<file path="src/ipt_pkg.sv">
// Package for the indexed priority table: constants, codes and shared types.
package ipt_pkg;

    localparam int CAPACITY_DEF       = 16;
    localparam int DATA_WIDTH_DEF     = 32;
    localparam int PRIORITY_WIDTH_DEF = 16;
    localparam int ORDER_WIDTH_DEF    = 32;

    localparam int SLOT_W    = 4;
    localparam int VALUE_W   = 32;
    localparam int PRI_OUT_W = 16;

    typedef enum logic [1:0] {
        OP_ADD      = 2'd0,
        OP_PROMOTE  = 2'd1,
        OP_POP_MAX  = 2'd2,
        OP_PEEK_MAX = 2'd3
    } op_t;

    typedef enum logic [1:0] {
        ST_OK     = 2'd0,
        ST_FULL   = 2'd1,
        ST_EMPTY  = 2'd2,
        ST_BAD_ID = 2'd3
    } status_t;

    typedef struct packed {
        op_t                 op;
        logic [SLOT_W-1:0]   slot_id;
        logic [VALUE_W-1:0]  item_value;
    } in_item_t;

    typedef struct packed {
        status_t               status;
        logic [SLOT_W-1:0]     slot_out;
        logic [VALUE_W-1:0]    value_out;
        logic [PRI_OUT_W-1:0]  priority_out;
        logic                  id_was_valid;
    } out_item_t;

    // Flags carried by the scan token from cell to cell.
    typedef struct packed {
        logic valid;
        logic free_found;
        logic best_found;
        logic id_valid;
    } token_ctl_t;

    typedef enum logic [1:0] {
        CMD_NONE    = 2'd0,
        CMD_ADD     = 2'd1,
        CMD_PROMOTE = 2'd2,
        CMD_CLEAR   = 2'd3
    } cmd_t;

    typedef enum logic [1:0] {
        S_IDLE   = 2'd0,
        S_SCAN   = 2'd1,
        S_COMMIT = 2'd2
    } state_t;

endpackage

</file>
<file path="src/ipt_if.sv">
// Valid/ready channel interfaces for the input and result streams.
interface ipt_in_if import ipt_pkg::*; ();
    logic     valid;
    logic     ready;
    in_item_t payload;

    modport source (output valid, output payload, input ready);
    modport sink   (input valid, input payload, output ready);
endinterface

interface ipt_out_if import ipt_pkg::*; ();
    logic      valid;
    logic      ready;
    out_item_t payload;

    modport source (output valid, output payload, input ready);
    modport sink   (input valid, input payload, output ready);
endinterface

</file>
<file path="src/ipt_cell.sv">
// One table slot: holds an entry and updates the scan token passing through.
module ipt_cell import ipt_pkg::*; #(
    parameter int IDX            = 0,
    parameter int IDX_W          = 4,
    parameter int DATA_WIDTH     = DATA_WIDTH_DEF,
    parameter int PRIORITY_WIDTH = PRIORITY_WIDTH_DEF,
    parameter int ORDER_WIDTH    = ORDER_WIDTH_DEF
) (
    input  logic                      clk,
    input  logic                      rst_n,
    input  logic [SLOT_W-1:0]         slot_id,
    input  token_ctl_t                ctl_in,
    input  logic [IDX_W-1:0]          free_slot_in,
    input  logic [IDX_W-1:0]          best_slot_in,
    input  logic [PRIORITY_WIDTH-1:0] best_pri_in,
    input  logic [ORDER_WIDTH-1:0]    best_ord_in,
    input  logic [DATA_WIDTH-1:0]     best_val_in,
    input  logic [PRIORITY_WIDTH-1:0] id_pri_in,
    input  logic [DATA_WIDTH-1:0]     id_val_in,
    output token_ctl_t                ctl_out,
    output logic [IDX_W-1:0]          free_slot_out,
    output logic [IDX_W-1:0]          best_slot_out,
    output logic [PRIORITY_WIDTH-1:0] best_pri_out,
    output logic [ORDER_WIDTH-1:0]    best_ord_out,
    output logic [DATA_WIDTH-1:0]     best_val_out,
    output logic [PRIORITY_WIDTH-1:0] id_pri_out,
    output logic [DATA_WIDTH-1:0]     id_val_out,
    input  cmd_t                      cmd,
    input  logic [IDX_W-1:0]          cmd_slot,
    input  logic [DATA_WIDTH-1:0]     cmd_val,
    input  logic [ORDER_WIDTH-1:0]    cmd_ord,
    input  logic [PRIORITY_WIDTH-1:0] cmd_pri
);

    localparam int CMP_W = (IDX_W > SLOT_W) ? IDX_W : SLOT_W;
    localparam logic [IDX_W-1:0] MY_IDX = IDX_W'(IDX);

    logic                      valid_reg;
    logic [PRIORITY_WIDTH-1:0] pri_reg;
    logic [ORDER_WIDTH-1:0]    ord_reg;
    logic [DATA_WIDTH-1:0]     val_reg;

    token_ctl_t                ctl_reg, ctl_next;
    logic [IDX_W-1:0]          free_reg, free_next;
    logic [IDX_W-1:0]          bslot_reg, bslot_next;
    logic [PRIORITY_WIDTH-1:0] bpri_reg, bpri_next;
    logic [ORDER_WIDTH-1:0]    bord_reg, bord_next;
    logic [DATA_WIDTH-1:0]     bval_reg, bval_next;
    logic [PRIORITY_WIDTH-1:0] ipri_reg, ipri_next;
    logic [DATA_WIDTH-1:0]     ival_reg, ival_next;

    logic better;
    logic id_hit;
    logic cmd_hit;

    assign id_hit  = (CMP_W'(slot_id) == CMP_W'(IDX));
    assign cmd_hit = (cmd_slot == MY_IDX);

    // Equal priorities go to the larger order; later slots win full ties, so an equal order replaces the running best.
    assign better = valid_reg &&
                    (!ctl_in.best_found || (pri_reg > best_pri_in) ||
                     ((pri_reg == best_pri_in) && (ord_reg >= best_ord_in)));

    always_comb
    begin
        ctl_next   = ctl_in;
        free_next  = free_slot_in;
        bslot_next = best_slot_in;
        bpri_next  = best_pri_in;
        bord_next  = best_ord_in;
        bval_next  = best_val_in;
        ipri_next  = id_pri_in;
        ival_next  = id_val_in;
        if (!valid_reg && !ctl_in.free_found)
        begin
            ctl_next.free_found = 1'b1;
            free_next           = MY_IDX;
        end
        if (better)
        begin
            ctl_next.best_found = 1'b1;
            bslot_next          = MY_IDX;
            bpri_next           = pri_reg;
            bord_next           = ord_reg;
            bval_next           = val_reg;
        end
        if (id_hit)
        begin
            ctl_next.id_valid = valid_reg;
            ipri_next         = pri_reg;
            ival_next         = val_reg;
        end
    end

    always_ff @(posedge clk or negedge rst_n)
    begin
        if (!rst_n)
        begin
            ctl_reg <= '0;
        end
        else
        begin
            ctl_reg <= ctl_next;
        end
    end

    always_ff @(posedge clk)
    begin
        free_reg  <= free_next;
        bslot_reg <= bslot_next;
        bpri_reg  <= bpri_next;
        bord_reg  <= bord_next;
        bval_reg  <= bval_next;
        ipri_reg  <= ipri_next;
        ival_reg  <= ival_next;
    end

    always_ff @(posedge clk or negedge rst_n)
    begin
        if (!rst_n)
        begin
            valid_reg <= 1'b0;
        end
        else if (cmd_hit)
        begin
            unique case (cmd)
                CMD_ADD:   valid_reg <= 1'b1;
                CMD_CLEAR: valid_reg <= 1'b0;
                default:   valid_reg <= valid_reg;
            endcase
        end
    end

    always_ff @(posedge clk)
    begin
        if (cmd_hit)
        begin
            unique case (cmd)
                CMD_ADD:
                begin
                    pri_reg <= '0;
                    ord_reg <= cmd_ord;
                    val_reg <= cmd_val;
                end
                CMD_PROMOTE: pri_reg <= cmd_pri;
                default:     pri_reg <= pri_reg;
            endcase
        end
    end

    assign ctl_out       = ctl_reg;
    assign free_slot_out = free_reg;
    assign best_slot_out = bslot_reg;
    assign best_pri_out  = bpri_reg;
    assign best_ord_out  = bord_reg;
    assign best_val_out  = bval_reg;
    assign id_pri_out    = ipri_reg;
    assign id_val_out    = ival_reg;

endmodule

</file>
<file path="src/indexed_priority_table_unit.sv">
// An op is accepted only while idle, and ops do not overlap: the scan token visits
// one slot cell per cycle along the chain, its result is captured once it leaves the end,
// and the table is updated and the result registered once the output register is free.
// A finished result waits in the output register while the next op is scanned.
// Reset (rst_n, asynchronous, active low) empties every slot and clears the
// insertion counter; no clearing pass is needed.
module indexed_priority_table_unit import ipt_pkg::*; #(
    parameter int CAPACITY       = CAPACITY_DEF,
    parameter int DATA_WIDTH     = DATA_WIDTH_DEF,
    parameter int PRIORITY_WIDTH = PRIORITY_WIDTH_DEF,
    parameter int ORDER_WIDTH    = ORDER_WIDTH_DEF
) (
    input  logic         clk,
    input  logic         rst_n,
    ipt_in_if.sink       in_ch,
    ipt_out_if.source    out_ch
);

    localparam int IDX_W = $clog2(CAPACITY);

    state_t state_reg, state_next;
    logic   launch_reg;
    logic   out_valid_reg;
    logic   out_free;
    logic   commit;
    logic   tok_done;

    in_item_t  item_reg;
    out_item_t out_reg;
    out_item_t res_out;

    token_ctl_t                res_ctl_reg;
    logic [IDX_W-1:0]          res_free_reg;
    logic [IDX_W-1:0]          res_bslot_reg;
    logic [PRIORITY_WIDTH-1:0] res_bpri_reg;
    logic [DATA_WIDTH-1:0]     res_bval_reg;
    logic [PRIORITY_WIDTH-1:0] res_ipri_reg;
    logic [DATA_WIDTH-1:0]     res_ival_reg;

    logic [ORDER_WIDTH-1:0]    cnt_reg;
    logic [ORDER_WIDTH-1:0]    cnt_inc;
    logic [PRIORITY_WIDTH-1:0] pri_inc;

    cmd_t                      cmd_raw, cmd_kind;
    logic [IDX_W-1:0]          cmd_slot;
    logic [DATA_WIDTH-1:0]     cmd_val;

    token_ctl_t                tok_ctl   [CAPACITY+1];
    logic [IDX_W-1:0]          tok_free  [CAPACITY+1];
    logic [IDX_W-1:0]          tok_bslot [CAPACITY+1];
    logic [PRIORITY_WIDTH-1:0] tok_bpri  [CAPACITY+1];
    logic [ORDER_WIDTH-1:0]    tok_bord  [CAPACITY+1];
    logic [DATA_WIDTH-1:0]     tok_bval  [CAPACITY+1];
    logic [PRIORITY_WIDTH-1:0] tok_ipri  [CAPACITY+1];
    logic [DATA_WIDTH-1:0]     tok_ival  [CAPACITY+1];

    assign tok_ctl[0]   = '{valid: launch_reg, default: 1'b0};
    assign tok_free[0]  = '0;
    assign tok_bslot[0] = '0;
    assign tok_bpri[0]  = '0;
    assign tok_bord[0]  = '0;
    assign tok_bval[0]  = '0;
    assign tok_ipri[0]  = '0;
    assign tok_ival[0]  = '0;

    for (genvar i = 0; i < CAPACITY; i++)
    begin : g_cell
        ipt_cell #(
            .IDX            (i),
            .IDX_W          (IDX_W),
            .DATA_WIDTH     (DATA_WIDTH),
            .PRIORITY_WIDTH (PRIORITY_WIDTH),
            .ORDER_WIDTH    (ORDER_WIDTH)
        ) u_cell (
            .clk           (clk),
            .rst_n         (rst_n),
            .slot_id       (item_reg.slot_id),
            .ctl_in        (tok_ctl[i]),
            .free_slot_in  (tok_free[i]),
            .best_slot_in  (tok_bslot[i]),
            .best_pri_in   (tok_bpri[i]),
            .best_ord_in   (tok_bord[i]),
            .best_val_in   (tok_bval[i]),
            .id_pri_in     (tok_ipri[i]),
            .id_val_in     (tok_ival[i]),
            .ctl_out       (tok_ctl[i+1]),
            .free_slot_out (tok_free[i+1]),
            .best_slot_out (tok_bslot[i+1]),
            .best_pri_out  (tok_bpri[i+1]),
            .best_ord_out  (tok_bord[i+1]),
            .best_val_out  (tok_bval[i+1]),
            .id_pri_out    (tok_ipri[i+1]),
            .id_val_out    (tok_ival[i+1]),
            .cmd           (cmd_kind),
            .cmd_slot      (cmd_slot),
            .cmd_val       (cmd_val),
            .cmd_ord       (cnt_inc),
            .cmd_pri       (pri_inc)
        );
    end

    assign tok_done = tok_ctl[CAPACITY].valid;
    assign out_free = !out_valid_reg || out_ch.ready;

    always_ff @(posedge clk or negedge rst_n)
    begin
        if (!rst_n)
        begin
            state_reg <= S_IDLE;
        end
        else
        begin
            state_reg <= state_next;
        end
    end

    always_comb
    begin
        state_next  = state_reg;
        in_ch.ready = 1'b0;
        commit      = 1'b0;
        unique case (state_reg)
            S_IDLE:
            begin
                in_ch.ready = 1'b1;
                if (in_ch.valid)
                begin
                    state_next = S_SCAN;
                end
            end
            S_SCAN:
            begin
                if (tok_done)
                begin
                    state_next = S_COMMIT;
                end
            end
            S_COMMIT:
            begin
                if (out_free)
                begin
                    commit     = 1'b1;
                    state_next = S_IDLE;
                end
            end
            default: state_next = S_IDLE;
        endcase
    end

    always_comb
    begin
        pri_inc  = (res_ipri_reg == '1) ? res_ipri_reg : res_ipri_reg + 1'b1;
        cnt_inc  = (cnt_reg == '1) ? cnt_reg : cnt_reg + 1'b1;
        cmd_val  = DATA_WIDTH'(item_reg.item_value);
        cmd_raw  = CMD_NONE;
        cmd_slot = res_free_reg;
        res_out              = '0;
        res_out.status       = ST_OK;
        res_out.id_was_valid = res_ctl_reg.id_valid;
        case (item_reg.op) inside
            OP_ADD:
            begin
                if (res_ctl_reg.free_found)
                begin
                    res_out.slot_out  = SLOT_W'(res_free_reg);
                    res_out.value_out = VALUE_W'(cmd_val);
                    cmd_raw           = CMD_ADD;
                end
                else
                begin
                    res_out.status = ST_FULL;
                end
            end
            OP_PROMOTE:
            begin
                if (res_ctl_reg.id_valid)
                begin
                    res_out.slot_out     = item_reg.slot_id;
                    res_out.value_out    = VALUE_W'(res_ival_reg);
                    res_out.priority_out = PRI_OUT_W'(pri_inc);
                    cmd_raw              = CMD_PROMOTE;
                    cmd_slot             = IDX_W'(item_reg.slot_id);
                end
                else
                begin
                    res_out.status = ST_BAD_ID;
                end
            end
            OP_POP_MAX, OP_PEEK_MAX:
            begin
                if (res_ctl_reg.best_found)
                begin
                    res_out.slot_out     = SLOT_W'(res_bslot_reg);
                    res_out.value_out    = VALUE_W'(res_bval_reg);
                    res_out.priority_out = PRI_OUT_W'(res_bpri_reg);
                    cmd_slot             = res_bslot_reg;
                    if (item_reg.op == OP_POP_MAX)
                    begin
                        cmd_raw = CMD_CLEAR;
                    end
                end
                else
                begin
                    res_out.status = ST_EMPTY;
                end
            end
            default: res_out.status = ST_OK;
        endcase
        cmd_kind = commit ? cmd_raw : CMD_NONE;
    end

    always_ff @(posedge clk or negedge rst_n)
    begin
        if (!rst_n)
        begin
            launch_reg    <= 1'b0;
            out_valid_reg <= 1'b0;
            cnt_reg       <= '0;
        end
        else
        begin
            launch_reg <= in_ch.valid && in_ch.ready;
            if (commit)
            begin
                out_valid_reg <= 1'b1;
            end
            else if (out_ch.ready)
            begin
                out_valid_reg <= 1'b0;
            end
            if (cmd_kind == CMD_ADD)
            begin
                cnt_reg <= cnt_inc;
            end
        end
    end

    always_ff @(posedge clk)
    begin
        if (in_ch.valid && in_ch.ready)
        begin
            item_reg <= in_ch.payload;
        end
        if ((state_reg == S_SCAN) && tok_done)
        begin
            res_ctl_reg   <= tok_ctl[CAPACITY];
            res_free_reg  <= tok_free[CAPACITY];
            res_bslot_reg <= tok_bslot[CAPACITY];
            res_bpri_reg  <= tok_bpri[CAPACITY];
            res_bval_reg  <= tok_bval[CAPACITY];
            res_ipri_reg  <= tok_ipri[CAPACITY];
            res_ival_reg  <= tok_ival[CAPACITY];
        end
        if (commit)
        begin
            out_reg <= res_out;
        end
    end

    assign out_ch.valid   = out_valid_reg;
    assign out_ch.payload = out_reg;

endmodule

</file>
<file path="src/flat_wrapper.sv">
// flat-port wrapper written by rule: the top's interface ports become plain ports
module indexed_priority_table_unit_flat import ipt_pkg::*;
#(
    parameter int CAPACITY       = CAPACITY_DEF,
    parameter int DATA_WIDTH     = DATA_WIDTH_DEF,
    parameter int PRIORITY_WIDTH = PRIORITY_WIDTH_DEF,
    parameter int ORDER_WIDTH    = ORDER_WIDTH_DEF
)
  (clk, rst_n, in_ch_valid, in_ch_payload, in_ch_ready, out_ch_valid, out_ch_payload, out_ch_ready);
  ipt_in_if in_ch_i ();
  ipt_out_if out_ch_i ();
  input  logic clk;
  input  logic rst_n;
  input wire logic [$bits(in_ch_i.valid)-1:0] in_ch_valid;
  input wire logic [$bits(in_ch_i.payload)-1:0] in_ch_payload;
  output wire logic [$bits(in_ch_i.ready)-1:0] in_ch_ready;
  output wire logic [$bits(out_ch_i.valid)-1:0] out_ch_valid;
  output wire logic [$bits(out_ch_i.payload)-1:0] out_ch_payload;
  input wire logic [$bits(out_ch_i.ready)-1:0] out_ch_ready;
  assign in_ch_i.valid = in_ch_valid;
  assign in_ch_i.payload = in_ch_payload;
  assign in_ch_ready = in_ch_i.ready;
  assign out_ch_valid = out_ch_i.valid;
  assign out_ch_payload = out_ch_i.payload;
  assign out_ch_i.ready = out_ch_ready;
  indexed_priority_table_unit #(.CAPACITY(CAPACITY), .DATA_WIDTH(DATA_WIDTH), .PRIORITY_WIDTH(PRIORITY_WIDTH), .ORDER_WIDTH(ORDER_WIDTH)) u_core (.clk(clk), .rst_n(rst_n), .in_ch(in_ch_i), .out_ch(out_ch_i));
endmodule
</file>
<file path="config.mk">
export PLATFORM = sky130hd
export DESIGN_NAME = indexed_priority_table_unit_flat
export DESIGN_NICKNAME = d
export VERILOG_FILES = /design/src/ipt_pkg.sv /design/src/ipt_if.sv /design/src/ipt_cell.sv /design/src/indexed_priority_table_unit.sv /design/src/flat_wrapper.sv
export SDC_FILE = /design/constraint.sdc
export NUM_CORES = 2
export LEC_CHECK = 0
export BUFFER_PORTS_ARGS = -buffer_cell sky130_fd_sc_hd__buf_2
export CORE_MARGIN = 3
export CORE_UTILIZATION = 30
export DETAILED_ROUTE_END_ITERATION = 6
export GPL_TIMING_DRIVEN = 0
export PLACE_DENSITY = 0.42
export SYNTH_ARGS = -nofsm -noshare
export SYNTH_HDL_FRONTEND = slang
export SYNTH_SLANG_ARGS = --single-unit
</file>
<file path="constraint.sdc">
create_clock -name clk -period 5.8 [get_ports clk]
set_input_delay 0 -clock clk [delete_from_list [all_inputs] [get_ports clk]]
set_output_delay 0 -clock clk [all_outputs]
set_load 0.1 [all_outputs]
</file>
==> results_dict.tcl <==
set metrics [dict create \
    outcome "finished, final reports clean" \
    fin_nets 10665 \
    cp_slowest_stage_delay_ns 0.72 \
    overflow 0 \
    drc 0 \
    fp.dieH_um 678 \
    synth_seq_cells 3710 \
    leakagePower_nw 66.5 \
    antenna_found_initial 13 \
    clock_latency_ns 0.94 \
    fillCellCount 42723 \
    relSlewSlack 0.0665 \
    fin_worst_skew_ns 0.0545 \
    min_path_type "input port to async pin" \
    cp_cell_sequence "clkbuf_1, and2_2, a21oi_1, or3_1, clkbuf_1, clkbuf_1, inv_1, ha_1, clkbuf_1, inv_2, buf_2, nor2_4, buf_12, buf_12, buf_12" \
    vias_per_cell 4.22 \
    ioPinCount 99 \
    intPower_mw 45.6 \
    synth_area_um2 135000 \
    hpwl_um 248000 \
    syn_inst 9211 \
    switching_share 0.214 \
    clockBufferDepth 4 \
    drv_slew 0 \
    setup_viol_count_final 0 \
    rsz0062_at_grt "false" \
    ys_seq_area_frac 0.663 \
    clock-root-buffer "clkbuf_16" \
    synth_area_per_cell_um2 14.7 \
    switching_power_mw 12.4 \
    fmax_mhz 177 \
    gp_congestion 0.816 \
    synth.area.top_cells "edfxtp_1 (33%), dfxtp_1 (31%), mux2_2 (15%), ha_1 (6.7%), inv_1 (2.2%)" \
    grt_pass1_wl_um 491000 \
    fin_crit_ns 5.66 \
    synth_fp_nets 9978 \
    synth-edff-count 1480 \
    cts_htree_levels 5 \
    r2r_setup_slack_ns 0.14 \
    critical-path-top-delay-family "buffers and inverters" \
    core-area_um2 449000 \
    route.vias.total 68495 \
    p_seq_frac 0.510 \
    fin_cells 16226 \
    initial_core_util 0.301 \
    synthFlopType "dfxtp_1" \
    yosysWarnings 0 \
    p_per_area_nw_per_um2 364 \
    comb_power_share 0.052 \
    pre_cts_ws_ns -0.501 \
    synthArstFlopShare 0.0313 \
    cts.clk_slew.worst_paths_ns 0.06 \
    drtIter0Drc 2939 \
    drtAntennaViolNets 0 \
    synth_most_common_cell "dfxtp_1" \
    synth_common_cells "dfxtp_1 (2114), mux2_2 (1859), edfxtp_1 (1480)" \
    fin_ws_ns 0.140 \
    grt_max_degree 82 \
    tightest_slew_ns 1.40 \
    grt_usage 0.141 \
    dr.pass1.iters 5 \
    required_ns 6.48 \
    yosysTopAreaCell "edfxtp_1" \
    cts_sinks 3710 \
    worstPathArrival_ns 6.34 \
    clkPwrFrac 0.437 \
    synth_top_area_frac 0.328 \
    crit_fanout 23 \
    grt_pass1_vias 73150 \
    ir_drop_mv 0.236 \
    routedWlPerCell_um 20.2 \
    placedCellCount 15361 \
    slowest_stage "clkbuf_1" \
    maxCapViolations 0 \
    cpMostUsedCell "clkbuf_1" \
    cts_tree "yes" \
    cp_num_buf_inv 10 \
    drt_wl_total_um 327000 \
    worstSetupEndpointType "flop" \
    area_delta_synth_final_pct 17.9 \
    synth_cell_types 67 \
    finalHoldViolations 0 \
    num_rows 246 \
    die_w_um 678 \
    fp.dieArea_um2 459000 \
    port_buffers 98 \
    layout-drive-gt1-share 0.291 \
    fin_crit_sh 0.976 \
    cp-start-kind "flop" \
    path_class "flop to flop" \
    numCtsBuffers 401 \
]
## power groups by stage
| stage | clock network (mW) | registers [mW] | logic [mW] |
|---|---|---|---|
| floorplan | 0 | 29.7 | 2.23 |
| global placement | 0 | 30.1 | 2.97 |
| detailed placement | 0 | 30.2 | 2.96 |
| CTS | 26.3 | 29.6 | 3.08 |
| global route | 27.3 | 29.8 | 3.44 |
| finish | 25.4 | 29.6 | 3.02 |
## layout make-up
| type | instances | area [um^2] | share of cell area |
|---|---|---|---|
| tap | 5952 | 7450 | 0.0467 |
| multi-input combinational | 4441 | 41800 | 0.262 |
| inverter | 794 | 2980 | 0.0187 |
| antenna | 29 | 72.6 | 0.000455 |
| timing repair buffer | 285 | 3010 | 0.0188 |
| buffer | 265 | 1320 | 0.00828 |
| clock buffer | 609 | 11900 | 0.0744 |
| clock inverter | 141 | 1380 | 0.00862 |
| sequential | 3710 | 89700 | 0.562 |
## cell usage in the layout (no fill, tap or decap), types with 96 or more instances in the layout
master | Yosys | layout
buf_2 | 83 | 181
clkbuf_1 | 118 | 234
nor2_1 | 144 | 101
dfrtp_1 | 116 | 116
and2_1 | 154 | 152
mux2_2 | 1859 | 1859
ha_1 | 725 | 725
o21ai_0 | 152 | 151
nand2_1 | 240 | 240
edfxtp_1 | 1480 | 1480
nand2b_1 | 96 | 96
dfxtp_1 | 2114 | 2114
inv_1 | 790 | 789
a21oi_1 | 224 | 223
clkbuf_16 | 0 | 415
nand4_1 | 147 | 147
## metrics by stage
stage,util,hold WS (ns),total power [mW],TNS [ns],instance area [um^2]
after detailed placement,0.324,-0.0505,33.1,-68.57,145000
after global routing,0.355,0.188,60.5,0,160000
after CTS,0.355,0.143,59.0,0,159000
final,0.355,0.204,58.0,0,160000
after global placement,0.319,0.176,33.1,-4946.16,143000
after floorplan,-,-0.296,31.9,-204.85,135000
## timing repair
| action | CTS | global route |
|---|---|---|
| resized for setup | 1 | 1 |
| endpoints found under the setup margin | 409 | 65 |
| hold buffers | 83 | 0 |
| setup buffers | 3 | 0 |
| endpoints found under the hold margin | 211 | 0 |
| pin swaps | 2 | 0 |
## path summary, 6_finish.rpt
| check | from | to | cells past startpoint |
|---|---|---|---|
| hold reg to reg | u_core.g_cell[8].u_cell.ctl_out[3] | u_core.g_cell[9].u_cell.ctl_out[3] | 0 |
| min in group clk | in_ch_payload[9] | u_core.cmd_val[9] | 3 |
| hold / removal | rst_n | u_core.g_cell[1].u_cell.ctl_out[3] | 4 |
| setup reg to reg | u_core.item_reg[37] | u_core.g_cell[0].u_cell.val_reg[14] | 15 |
| setup / recovery | u_core.item_reg[37] | u_core.g_cell[0].u_cell.val_reg[14] | 15 |
| max in group asynchronous | rst_n | u_core.cnt_reg[12] | 5 |
## cells by family after synthesis
family | synth area share
compound gates | 0.0320
xor+xnor | 0.00453
fa+ha+maj | 0.0670
buf+inv | 0.0318
flops | 0.663
mux | 0.160
simple gates | 0.0424
## worst min-delay path, stage by stage
cell and delay [ns]:
dlygate4sd3_1 0.53, dlygate4sd3_1 0.60, buf_6 0.14, buf_16 0.22
## routing by layer
metal,GRT usage,wire [um]
met5,0,0
met4,0.0443,10500
met3,0.0203,10200
met2,0.214,139000
met1,0.205,168000
(Power assumes the default switching activity.)
